--- config.mk ---
export PLATFORM = sky130hd
export DESIGN_NAME = string_to_integer_any_base
export DESIGN_NICKNAME = d
export VERILOG_FILES = /design/src/rtl/core/stiab_pkg.sv /design/src/rtl/core/stiab_front.sv /design/src/rtl/core/stiab_queue.sv /design/src/rtl/core/stiab_back.sv /design/src/rtl/core/string_to_integer_any_base.sv
export SDC_FILE = /design/constraint.sdc
export NUM_CORES = 2
export LEC_CHECK = 0
export BUFFER_PORTS_ARGS = -buffer_cell sky130_fd_sc_hd__buf_2
export CAP_MARGIN = 20
export CORE_ASPECT_RATIO = 0.9
export CORE_MARGIN = 1
export CORE_UTILIZATION = 50
export CTS_CLUSTER_DIAMETER = 80
export DETAILED_ROUTE_END_ITERATION = 8
export GPL_ROUTABILITY_DRIVEN = 0
export PLACE_DENSITY = 0.76
export SLEW_MARGIN = 30
export SYNTH_ARGS = -nofsm -noshare
export SYNTH_HDL_FRONTEND = slang
export SYNTH_SLANG_ARGS = --single-unit
export TNS_END_PERCENT = 1
--- constraint.sdc ---
create_clock -name clk_i -period 16.3 [get_ports clk_i]
set_input_delay 2.445 -clock clk_i [delete_from_list [all_inputs] [get_ports clk_i]]
set_output_delay 2.445 -clock clk_i [all_outputs]
set_load 0.005 [all_outputs]
--- src/rtl/core/stiab_pkg.sv ---
// ----------------------------------------------------------------------------
// stiab_pkg: shared types and constants of the string to integer parser
// Register indexes, reset values, character codes and the token that the
// front stage hands to the back stage.
// ----------------------------------------------------------------------------
package stiab_pkg;

  localparam int CHAR_W     = 8;
  localparam int BASE_W     = 5;
  localparam int SYM_IDX_W  = 4;
  localparam int CFG_IDX_W  = 2;
  localparam int CFG_DATA_W = 64;

  // Configuration register indexes
  localparam logic [CFG_IDX_W-1:0] CFG_BASE_SIZE    = 2'd0;
  localparam logic [CFG_IDX_W-1:0] CFG_SYMBOLS_LOW  = 2'd1;
  localparam logic [CFG_IDX_W-1:0] CFG_SYMBOLS_HIGH = 2'd2;

  // Register reset values: base ten over "0123456789"
  localparam logic [BASE_W-1:0]     BASE_SIZE_RST    = 5'd10;
  localparam logic [CFG_DATA_W-1:0] SYMBOLS_LOW_RST  = 64'd3978425819141910832;
  localparam logic [CFG_DATA_W-1:0] SYMBOLS_HIGH_RST = 64'd14648;

  localparam logic [BASE_W-1:0] MIN_BASE = 5'd2;

  // Character codes
  localparam logic [CHAR_W-1:0] CH_SPACE    = 8'h20;
  localparam logic [CHAR_W-1:0] CH_TAB      = 8'd9;
  localparam logic [CHAR_W-1:0] CH_CR       = 8'd13;
  localparam logic [CHAR_W-1:0] CH_PLUS     = 8'h2B;
  localparam logic [CHAR_W-1:0] CH_MINUS    = 8'h2D;
  localparam logic [CHAR_W-1:0] CH_CTRL_MAX = 8'd31;

  // One classified character
  typedef struct packed {
    logic                 is_ws;
    logic                 is_plus;
    logic                 is_minus;
    logic                 is_digit;
    logic [SYM_IDX_W-1:0] digit_idx;
    logic [BASE_W-1:0]    base;
    logic                 last;
    logic                 bad;
  } tok_t;

endpackage

--- src/rtl/core/stiab_front.sv ---
// ----------------------------------------------------------------------------
// stiab_front: configuration registers and character classifier
// Holds the alphabet registers, matches each accepted character against all
// symbols in parallel and judges the alphabet on the last character.
// ----------------------------------------------------------------------------
module stiab_front #(
  parameter int MAX_SYMBOLS = 16
) (
  input  logic                                clk_i,
  input  logic                                rst_ni,
  input  logic                                cfg_valid_i,
  output logic                                cfg_ready_o,
  input  logic [stiab_pkg::CFG_IDX_W-1:0]     cfg_index_i,
  input  logic [stiab_pkg::CFG_DATA_W-1:0]    cfg_data_i,
  input  logic                                push_i,
  input  logic                                full_i,
  input  logic [stiab_pkg::CHAR_W-1:0]        character_i,
  input  logic                                last_i,
  output logic                                tok_valid_o,
  output stiab_pkg::tok_t                     tok_o
);
  import stiab_pkg::*;

  logic [BASE_W-1:0]     base_size_q;
  logic [CFG_DATA_W-1:0] symbols_low_q;
  logic [CFG_DATA_W-1:0] symbols_high_q;

  logic [2*CFG_DATA_W-1:0] sym_flat;
  logic [CHAR_W-1:0]       sym [MAX_SYMBOLS];
  logic                    hit;
  logic [SYM_IDX_W-1:0]    idx;
  logic                    bad;

  assign cfg_ready_o = 1'b1;

  always_ff @(posedge clk_i or negedge rst_ni) begin
    if (!rst_ni) begin
      base_size_q    <= BASE_SIZE_RST;
      symbols_low_q  <= SYMBOLS_LOW_RST;
      symbols_high_q <= SYMBOLS_HIGH_RST;
    end else if (cfg_valid_i) begin
      unique case (cfg_index_i)
        CFG_BASE_SIZE:    base_size_q    <= cfg_data_i[BASE_W-1:0];
        CFG_SYMBOLS_LOW:  symbols_low_q  <= cfg_data_i;
        CFG_SYMBOLS_HIGH: symbols_high_q <= cfg_data_i;
        default: ;  // drop writes beyond the register list
      endcase
    end
  end

  assign sym_flat = {symbols_high_q, symbols_low_q};

  always_comb begin
    for (int i = 0; i < MAX_SYMBOLS; i++) begin
      sym[i] = sym_flat[CHAR_W*i +: CHAR_W];
    end
  end

  // Lowest matching index wins
  always_comb begin
    hit = 1'b0;
    idx = '0;
    for (int i = MAX_SYMBOLS - 1; i >= 0; i--) begin
      if ((BASE_W'(i) < base_size_q) && (sym[i] == character_i)) begin
        hit = 1'b1;
        idx = SYM_IDX_W'(i);
      end
    end
  end

  always_comb begin
    bad = (base_size_q < MIN_BASE) || (base_size_q > BASE_W'(MAX_SYMBOLS));
    for (int i = 0; i < MAX_SYMBOLS; i++) begin
      if (BASE_W'(i) < base_size_q) begin
        if ((sym[i] <= CH_CTRL_MAX) || (sym[i] == CH_PLUS) ||
            (sym[i] == CH_MINUS) || (sym[i] == CH_SPACE)) begin
          bad = 1'b1;
        end
        for (int j = i + 1; j < MAX_SYMBOLS; j++) begin
          if ((BASE_W'(j) < base_size_q) && (sym[j] == sym[i])) begin
            bad = 1'b1;
          end
        end
      end
    end
  end

  assign tok_valid_o     = push_i && !full_i;
  assign tok_o.is_ws     = (character_i == CH_SPACE) ||
                           ((character_i >= CH_TAB) && (character_i <= CH_CR));
  assign tok_o.is_plus   = (character_i == CH_PLUS);
  assign tok_o.is_minus  = (character_i == CH_MINUS);
  assign tok_o.is_digit  = hit;
  assign tok_o.digit_idx = idx;
  assign tok_o.base      = base_size_q;
  assign tok_o.last      = last_i;
  assign tok_o.bad       = bad;

endmodule

--- src/rtl/core/stiab_queue.sv ---
// ----------------------------------------------------------------------------
// stiab_queue: two-entry token queue
// Decouples the classifier from the accumulator so each side stalls alone.
// ----------------------------------------------------------------------------
module stiab_queue (
  input  logic             clk_i,
  input  logic             rst_ni,
  input  logic             wr_valid_i,
  input  stiab_pkg::tok_t  wr_tok_i,
  output logic             full_o,
  output logic             rd_valid_o,
  output stiab_pkg::tok_t  rd_tok_o,
  input  logic             rd_ready_i
);
  import stiab_pkg::*;

  localparam int DEPTH = 2;
  localparam int PTR_W = $clog2(DEPTH);
  localparam int CNT_W = $clog2(DEPTH + 1);

  tok_t             mem_q [DEPTH];
  logic [PTR_W-1:0] wr_ptr_q;
  logic [PTR_W-1:0] rd_ptr_q;
  logic [CNT_W-1:0] count_q;
  logic             wr_en;
  logic             rd_en;

  assign full_o     = (count_q == CNT_W'(DEPTH));
  assign rd_valid_o = (count_q != '0);
  assign rd_tok_o   = mem_q[rd_ptr_q];
  assign wr_en      = wr_valid_i && !full_o;
  assign rd_en      = rd_valid_o && rd_ready_i;

  always_ff @(posedge clk_i) begin
    if (wr_en) begin
      mem_q[wr_ptr_q] <= wr_tok_i;
    end
  end

  always_ff @(posedge clk_i or negedge rst_ni) begin
    if (!rst_ni) begin
      wr_ptr_q <= '0;
      rd_ptr_q <= '0;
      count_q  <= '0;
    end else begin
      if (wr_en) begin
        wr_ptr_q <= wr_ptr_q + PTR_W'(1);
      end
      if (rd_en) begin
        rd_ptr_q <= rd_ptr_q + PTR_W'(1);
      end
      if (wr_en && !rd_en) begin
        count_q <= count_q + CNT_W'(1);
      end else if (rd_en && !wr_en) begin
        count_q <= count_q - CNT_W'(1);
      end
    end
  end

  assert property (@(posedge clk_i) disable iff (!rst_ni) count_q <= CNT_W'(DEPTH))
    else $error("token queue count beyond depth");

  assert property (@(posedge clk_i) disable iff (!rst_ni)
    (wr_en && !rd_en) |=> (count_q == $past(count_q) + CNT_W'(1)))
    else $error("token queue lost a write");

  assert property (@(posedge clk_i) disable iff (!rst_ni)
    (rd_en && !wr_en) |=> (count_q == $past(count_q) - CNT_W'(1)))
    else $error("token queue lost a read");

endmodule

--- src/rtl/core/stiab_back.sv ---
// ----------------------------------------------------------------------------
// stiab_back: parse sequencer and result register
// Walks white space, sign, digit phases one token a cycle (a last token waits
// for a held result); multiply-accumulates; last token loads result register.
// ----------------------------------------------------------------------------
module stiab_back #(
  parameter int VALUE_BITS = 32
) (
  input  logic                         clk_i,
  input  logic                         rst_ni,
  input  logic                         tok_valid_i,
  input  stiab_pkg::tok_t              tok_i,
  output logic                         tok_ready_o,
  input  logic                         pop_i,
  output logic                         empty_o,
  output logic signed [VALUE_BITS-1:0] value_o,
  output logic                         alphabet_bad_o
);
  import stiab_pkg::*;

  typedef enum logic [1:0] {
    PH_SKIP,
    PH_SIGN,
    PH_DIGIT,
    PH_DONE
  } phase_e;

  phase_e                phase_q, phase_d;
  logic                  neg_q, neg_d;
  logic [VALUE_BITS-1:0] acc_q, acc_d;
  logic [VALUE_BITS-1:0] mac;
  logic [VALUE_BITS-1:0] res;
  logic                  out_valid_q;
  logic [VALUE_BITS-1:0] out_value_q;
  logic                  out_bad_q;
  logic                  out_take;
  logic                  tok_take;

  assign out_take    = pop_i && out_valid_q;
  assign tok_ready_o = !tok_i.last || !out_valid_q || pop_i;
  assign tok_take    = tok_valid_i && tok_ready_o;

  assign mac = VALUE_BITS'(acc_q * VALUE_BITS'(tok_i.base)) + VALUE_BITS'(tok_i.digit_idx);

  always_comb begin
    phase_d = phase_q;
    neg_d   = neg_q;
    acc_d   = acc_q;
    if (phase_d == PH_SKIP && !tok_i.is_ws) begin
      phase_d = PH_SIGN;
    end
    if (phase_d == PH_SIGN) begin
      if (tok_i.is_minus) begin
        neg_d = !neg_d;
      end else if (!tok_i.is_plus) begin
        phase_d = PH_DIGIT;
      end
    end
    if (phase_d == PH_DIGIT) begin
      if (tok_i.is_digit) begin
        acc_d = mac;
      end else begin
        phase_d = PH_DONE;
      end
    end
    res = neg_d ? (VALUE_BITS'(0) - acc_d) : acc_d;
  end

  always_ff @(posedge clk_i or negedge rst_ni) begin
    if (!rst_ni) begin
      phase_q     <= PH_SKIP;
      neg_q       <= 1'b0;
      acc_q       <= '0;
      out_valid_q <= 1'b0;
      out_value_q <= '0;
      out_bad_q   <= 1'b0;
    end else begin
      if (tok_take && tok_i.last) begin
        out_valid_q <= 1'b1;
      end else if (out_take) begin
        out_valid_q <= 1'b0;
      end
      if (tok_take) begin
        if (tok_i.last) begin
          // end of text: hand off the result and start over
          phase_q     <= PH_SKIP;
          neg_q       <= 1'b0;
          acc_q       <= '0;
          out_value_q <= tok_i.bad ? '0 : res;
          out_bad_q   <= tok_i.bad;
        end else begin
          phase_q <= phase_d;
          neg_q   <= neg_d;
          acc_q   <= acc_d;
        end
      end
    end
  end

  assign empty_o        = !out_valid_q;
  assign value_o        = out_value_q;
  assign alphabet_bad_o = out_bad_q;

  assert property (@(posedge clk_i) disable iff (!rst_ni)
    (tok_take && tok_i.last) |=> (out_valid_q && phase_q == PH_SKIP && !neg_q && acc_q == '0))
    else $error("last token did not close the text");

  assert property (@(posedge clk_i) disable iff (!rst_ni)
    (out_valid_q && out_bad_q) |-> (out_value_q == '0))
    else $error("bad alphabet result carries a value");

  assert property (@(posedge clk_i) disable iff (!rst_ni)
    (out_valid_q && !pop_i && tok_valid_i && tok_i.last) |-> !tok_take)
    else $error("result overwritten while waiting");

  assert property (@(posedge clk_i) disable iff (!rst_ni)
    (phase_q == PH_DONE && !(tok_take && tok_i.last)) |=>
      (phase_q == PH_DONE && acc_q == $past(acc_q)))
    else $error("parse resumed after it ended");

endmodule

--- src/rtl/core/string_to_integer_any_base.sv ---
// ----------------------------------------------------------------------------
// string_to_integer_any_base: text to signed integer over a digit alphabet
// Parses characters against a configurable alphabet of up to MAX_SYMBOLS
// symbols and returns the signed, wrapped value at the end of each text.
// ----------------------------------------------------------------------------
// Usage:
//   Write characters through push/full; an item transfers when push is high
//   and full is low. Mark the final character of a text with last_i.
//   Each text yields one result on the output queue: the oldest result sits
//   on value_o/alphabet_bad_o while empty is low and transfers on pop.
//   The config channel (cfg_valid_i/cfg_ready_o) is always ready; write
//   base_size, symbols_low and symbols_high at indexes 0, 1, 2 while idle.
// Timing:
//   One character per cycle while full stays low. A result becomes visible
//   once its last character has transferred: the token is written into the
//   token queue, and when the accumulator takes it, it loads the result
//   register. The accumulator does one multiply-accumulate per character.
// Stall and reset:
//   While a result waits, characters keep flowing until the next last
//   character reaches the accumulator; the two-entry token queue then fills
//   and raises full. Reset restores base ten over "0123456789", empties
//   both queues and starts the parse in the white space phase.
// ----------------------------------------------------------------------------
module string_to_integer_any_base #(
  parameter int MAX_SYMBOLS = 16,
  parameter int VALUE_BITS  = 32
) (
  input  logic                             clk_i,
  input  logic                             rst_ni,
  input  logic                             cfg_valid_i,
  output logic                             cfg_ready_o,
  input  logic [stiab_pkg::CFG_IDX_W-1:0]  cfg_index_i,
  input  logic [stiab_pkg::CFG_DATA_W-1:0] cfg_data_i,
  input  logic                             push,
  output logic                             full,
  input  logic [stiab_pkg::CHAR_W-1:0]     character_i,
  input  logic                             last_i,
  output logic                             empty,
  input  logic                             pop,
  output logic signed [VALUE_BITS-1:0]     value_o,
  output logic                             alphabet_bad_o
);
  import stiab_pkg::*;

  logic wr_valid;
  tok_t wr_tok;
  logic rd_valid;
  tok_t rd_tok;
  logic rd_ready;

  stiab_front #(
    .MAX_SYMBOLS(MAX_SYMBOLS)
  ) u_front (
    .clk_i       (clk_i),
    .rst_ni      (rst_ni),
    .cfg_valid_i (cfg_valid_i),
    .cfg_ready_o (cfg_ready_o),
    .cfg_index_i (cfg_index_i),
    .cfg_data_i  (cfg_data_i),
    .push_i      (push),
    .full_i      (full),
    .character_i (character_i),
    .last_i      (last_i),
    .tok_valid_o (wr_valid),
    .tok_o       (wr_tok)
  );

  stiab_queue u_queue (
    .clk_i      (clk_i),
    .rst_ni     (rst_ni),
    .wr_valid_i (wr_valid),
    .wr_tok_i   (wr_tok),
    .full_o     (full),
    .rd_valid_o (rd_valid),
    .rd_tok_o   (rd_tok),
    .rd_ready_i (rd_ready)
  );

  stiab_back #(
    .VALUE_BITS(VALUE_BITS)
  ) u_back (
    .clk_i          (clk_i),
    .rst_ni         (rst_ni),
    .tok_valid_i    (rd_valid),
    .tok_i          (rd_tok),
    .tok_ready_o    (rd_ready),
    .pop_i          (pop),
    .empty_o        (empty),
    .value_o        (value_o),
    .alphabet_bad_o (alphabet_bad_o)
  );

endmodule
## Word level (Yosys, flattened, before mapping)

Memory sizes are Yosys's and may differ from the RTL's.
Cells that the tools add are included.

| word-level totals | value |
|---|---|
| flip-flop bits (word level) | 206 |
| RAM bits | 30 |
| input bits | 80 |
| output and inout bits | 36 |
| word-level logic and storage cells | 666 |
| memories kept | 1 |

| operators by class | value |
|---|---|
| $add $sub $neg | 6 |
| multiply operators | 1 |
| order comparisons | 36 |
| equal/unequal tests | 192 |
| mux-type cells | 205 |
| reduce and logical (&&, ||, !) cells | 213 |

Memories:

| name | words | width | read ports | clocked after Yosys merged registers in | write ports | line | source |
|---|---|---|---|---|---|---|---|
| u_queue.mem_q | 2 | 15 | 1 | 0 | 1 | stiab_queue.sv:21 | `tok_t mem_q [DEPTH];` |

Operator list:

| kind | count |
|---|---|
| 8-bit equality test | 136 |
| 8-bit by 6-bit equality test with 1-bit output (second input constant) | 51 |
| 1-bit two-way mux | 175 |
| 32-bit two-way mux | 5 |
| 1-bit logical AND | 145 |
| 8-bit by 5-bit <= comparator with 1-bit output (second input constant) | 16 |
| 4-bit two-way mux | 16 |
| 1-bit logical OR | 52 |
| 4-bit by 5-bit less-than comparator with 1-bit output (first input constant) | 8 |
| 32-bit by 4-bit adder with 32-bit output | 1 |
| 32-bit by 5-bit multiplier with 32-bit output | 1 |
| 1-bit by 32-bit subtractor with 32-bit output (first input constant) | 1 |
| 3-bit by 5-bit less-than comparator with 1-bit output (first input constant) | 4 |
| 2-bit two-way mux | 9 |
| 1-bit by 5-bit less-than comparator with 1-bit output (first input constant) | 2 |
| 2-bit by 5-bit less-than comparator with 1-bit output (first input constant) | 2 |
| 8-bit by 4-bit greater-or-equal comparator with 1-bit output (second input constant) | 1 |
| 8-bit by 4-bit <= comparator with 1-bit output (second input constant) | 1 |
| 2-bit AND reduction | 4 |
| 1-bit zero test | 7 |
| 2-bit equality test (second input constant) | 3 |
| 2-bit nonzero test | 3 |
| 5-bit > comparator (second input constant) | 1 |
| 5-bit by 2-bit less-than comparator with 1-bit output (second input constant) | 1 |
| 5 further kinds | 8 |

## Depth between registers and ports, before layout

| depth | value |
|---|---|
| depth after elaboration | 156 |
| gate-level depth with buffers | 22 |
| depth with buffers taken out | 19 |

## Hierarchy

From an unflattened synthesis, not the netlist that was laid out.

| second synthesis, totals | value |
|---|---|
| cells, all modules | 3506 |
| area, all modules | 30764.5 um^2 |

Modules (own cells, without submodules):

| module | times used | cells each | area each (um^2) | sequential area each (um^2) |
|---|---|---|---|---|
| stiab_front | 1 | 2281 | 19947.9 | 3374.5 |
| stiab_back | 1 | 1159 | 9481.6 | 1726.7 |
| stiab_queue | 1 | 66 | 1335.0 | 1001.0 |

## Worst setup path before layout

No wires, ideal clock.

| timing path | value |
|---|---|
| path type | reg-to-reg |
| start | register u_queue.rd_ptr_q |
| end | register u_back.out_value_q[31], in the netlist u_back.value_o[31] |
| library setup time | 0.129 ns |
| arrival time | 5.540 ns |
| data required time | 16.171 ns |
| path slack | 10.631 ns |
| stages on the path, launching flop included | 22 |
| path buffers | 3 |
| clock period less this slack | 5.669 ns |
| cell sequence | dfrtp_1 -> buf_6 -> clkbuf_1 -> mux2_2 -> clkbuf_1 -> nand2_1 -> fa_1 -> fa_1 -> inv_1 -> fa_1 -> ha_1 -> a21oi_1 -> o21ai_0 -> nor2b_1 -> or3_1 -> o311a_1 -> a221oi_4 -> and2_1 -> nand4_1 -> o31ai_2 -> xnor2_1 -> o21ai_1 |

| between the ends | value |
|---|---|
| word-level cells in the longest chain between the ends | 12 |
| elaborated cells between the ends (all ways) | 23 |
| those cells by class | add/sub (2); mul (1); eq/ne (2); mux (10); reduce/logical (7); memory (1) |

RTL lines:

| item | line | source |
|---|---|---|
| start: declaration | stiab_queue.sv:23 | `logic [PTR_W-1:0] rd_ptr_q;` |
| start signal: assignment | stiab_queue.sv:50 | `rd_ptr_q <= rd_ptr_q + PTR_W'(1);` |
| memory 2 x 15 bit (*) | -- |  |
| branches (longest 11 deep; another with 32-bit by 5-bit multiplier with 32-bit output) | -- |  |
| end signal: assignment | stiab_back.sv:89 | `out_value_q <= tok_i.bad ? '0 : res;` |
| end: declaration | stiab_back.sv:34 | `logic [VALUE_BITS-1:0] out_value_q;` |

Every way passes the cells marked *.
A chain may end at the register's enable or synchronous reset.

## Worst setup path in the final report

Ends and elaborated chain as after synthesis.

==> flow_metrics.env <==
export IMPL_status="finished, violations left"
export IMPL_violations="DRC"
export IMPL_syn_num_nets=3606
export IMPL_worstSetupEndpointType="register"
export IMPL_post_route_min_period_ps=6919
export IMPL_yosys_register_bits=236
export IMPL_slowest_stage="dfrtp_1"
export IMPL_required_ps=16740
export IMPL_yosys_warnings=0
export IMPL_cpMostUsedCell="fa_1"
export IMPL_setup_violations=0
export IMPL_hold_viol_final=0
export IMPL_critPathMaxStageDelay_ps=990
export IMPL_first_iter_violations=4060
export IMPL_cts_resized=0
export IMPL_finalCritPeriodShare=0.4245
export IMPL_synthDistinctLibCells=88
export IMPL_routed_wl_microns=101200
export IMPL_fmax_mhz=144.5
export IMPL_antenna_found_initial=6
export IMPL_worstMarginPinSlew_ps=1070
export IMPL_grt_use_total=0.3323
export IMPL_synth_common_cells="824 x xnor2_1, 335 x xor2_1, 223 x clkbuf_1"
export IMPL_crit_type="register to register"
export IMPL_p_per_area_nw_per_um2=138.1
export IMPL_port_buffers=114
export IMPL_ys_seq_area_frac=0.2086
export IMPL_vias_per_cell=6.537
export IMPL_pwr_share_comb=0.590
export IMPL_reg2reg_slack_ps=9380
export IMPL_rsz0062_at_grt="false"
export IMPL_core_area_sq_um=57430
export IMPL_hpwl_microns=65600
export IMPL_start_kind="register"
export IMPL_drt_pre_antenna_iters=9
export IMPL_io_pins=116
export IMPL_skew_ps=32.37
export IMPL_cp_data_arrival_time_ps=7360
export IMPL_synth_area_per_cell_sq_um=8.664
export IMPL_wl_per_cell_microns=24.85
export IMPL_p_int_w=0.002199
export IMPL_power_switching_w=0.002130
export IMPL_clock_sinks=236
export IMPL_yosysMostFrequentCell="xnor2_1"
export IMPL_clk_path_buf_depth=3
export IMPL_synth_edf_count=30
export IMPL_first_global_vias=25500
export IMPL_leakage_nw=11.58
export IMPL_cap_violations=0
export IMPL_initial_core_util=0.5093
export IMPL_nFillCells=5076
export IMPL_netlist_instances=3376
export IMPL_cts_hold_buffers=0
export IMPL_grt_pass1_wl_microns=154100
export IMPL_cts_setup_buffers=0
export IMPL_synthArstFlopShare=0.8729
export IMPL_cts_tree="done"
export IMPL_cp_cell_sequence="mux2_2, nand2_1, fa_1, fa_1, fa_1, inv_1, ha_1, a21oi_1, a21oi_1, o21ai_0, nand2_1, a211oi_1, o21ai_0, o31ai_1, nand4_1, o31ai_2, xnor2_1, o21ai_1"
export IMPL_p_sw_frac=0.4921
export IMPL_seq_area_sq_um=6112
export IMPL_power_share_clock=0.150
export IMPL_chipHeight_microns=231.5
export IMPL_ir_drop_mv=0.1131
export IMPL_synth_cell_area_sq_um=29250
export IMPL_die_area_sq_um=59470
export IMPL_seqPwrFrac=0.260
export IMPL_die_x_microns=256.9
export IMPL_insertion_delay_ps=610
export IMPL_drv_slew=0
export IMPL_finalSetupTns_ps=0
export IMPL_multi_input_area_sq_um=21430
export IMPL_worst_hold_slack_ps=477.7
export IMPL_slew_headroom=0.2866
export IMPL_synth_top_area_frac=0.2467
export IMPL_cts_buffers=28
export IMPL_grt_max_degree=80
export IMPL_ys_flop_type="dfrtp_1"
export IMPL_synth_area_leaders="xnor2_1 25%, dfrtp_1 14%, xor2_1 10%, fa_1 5.9%, mux2_2 5.4%"
export IMPL_min_path_type="register to register"
export IMPL_final_net_count=3513
export IMPL_drtAntennaViolNets=0
export IMPL_crit_fanout=30
export IMPL_yosysTopAreaCell="xnor2_1"
export IMPL_drc=1
export IMPL_clkTransAtPathRegs_ps=60
export IMPL_overflow=0
export IMPL_vias=26630
export IMPL_num_rows=83
export IMPL_cts_htree_levels=1
export IMPL_final_layout_size_suffix_gt1_frac=0.1495
export IMPL_syn_to_final_growth_pct=7.169
export IMPL_cts_root_buf="clkbuf_16"
stage by stage:
| stage | utilization | cells | power [W] | setup slack (ps) | instance area [sq um] |
|---|---|---|---|---|---|
| after floorplan | - | 3376 | 0.002876 | 10630 | 29250 |
| after global placement | 0.5272 | 4014 | 0.003492 | 9688 | 30280 |
| after detailed placement | 0.5274 | 4014 | 0.003566 | 9604 | 30290 |
| after CTS | 0.5442 | 4066 | 0.004236 | 9506 | 31250 |
| after global routing | 0.5458 | 4073 | 0.004534 | 8860 | 31340 |
| final | 0.5458 | 4074 | 0.004329 | 9381 | 31350 |
routing by layer:
| metal | GRT usage | vias up | share of wire |
|---|---|---|---|
| met2 | 0.4780 | 2134 | 0.40 |
| li1 | - | 11190 | - |
| met4 | 0.1624 | 13 | 0.064 |
| met3 | 0.1130 | 596 | 0.16 |
| met5 | 0.02288 | - | 0.0030 |
| met1 | 0.4409 | 12690 | 0.38 |
power by group through the flow:
| stage | registers, W | clock network, W | logic [W] |
|---|---|---|---|
| after floorplan | 0.000799 | 0 | 0.00208 |
| after global placement | 0.00109 | 0 | 0.00240 |
| after detailed placement | 0.00110 | 0 | 0.00247 |
| after CTS | 0.00109 | 0.000661 | 0.00248 |
| after global routing | 0.00112 | 0.000682 | 0.00273 |
| final | 0.00113 | 0.000649 | 0.00256 |
critical path, delay by kind of cell, from the launching register on:
kind / cells / cell delay, ps
DFF: 1 / 990
buffers and inverters: 1 / 40
muxes: 1 / 740
xor gates and xnor gates: 1 / 150
and+or+nand+nor: 3 / 590
AOI/OAI and AO/OA: 8 / 2430
adders and majority gates: 4 / 1810
cells by family after synthesis:
group           synth area share
xor+xnor                  0.3471
compound gates           0.07965
fa+ha+maj                0.08624
buf+inv                  0.06036
simple gates              0.1576
mux                      0.06032
other cells            0.0001282
flops                     0.2086
layout by cell type (no fill, tap or decap), types with 107 or more instances in the layout:
master and count:
buf_4 107, xor2_1 335, nor4_1 110, buf_2 113, xnor2_1 824, inv_1 108, nand2_1 214, mux2_2 139
dfrtp_1 161, nand4_1 200
registers in the layout, indices dropped and copies added, names as in the netlist, 2 cells and up:
| signal | count |
|---|---|
| u_back.acc_q | 32 |
| u_back.phase_q | 2 |
| u_back.value_o | 32 |
| u_front.base_size_q | 5 |
| u_front.symbols_high_q | 64 |
| u_front.symbols_low_q | 64 |
| u_queue.count_q | 2 |
| u_queue.mem_q | 30 |
area by class of cell:
class | count | share of cell area
clock buffer | 41 | 0.02646
multi-input combinational | 2683 | 0.6837
antenna | 4 | 0.0003193
tap | 765 | 0.03054
inverter | 108 | 0.01293
sequential | 236 | 0.1950
clock inverter | 11 | 0.004311
timing repair buffer | 226 | 0.04674
final timing paths:
path	startpoint	to	cells after the start
hold reg to reg	u_back.value_o[1]	u_back.value_o[1]	2
setup reg to reg	u_queue.rd_ptr_q	u_back.value_o[31]	18
max in group asynchronous	rst_ni	u_front.symbols_low_q[22]	3
min in group asynchronous	rst_ni	u_front.symbols_high_q[57]	1
hold / removal	u_back.value_o[1]	u_back.value_o[1]	2
setup / recovery	u_queue.rd_ptr_q	u_back.value_o[31]	18
Note: power is estimated with default switching activity, not from simulation.
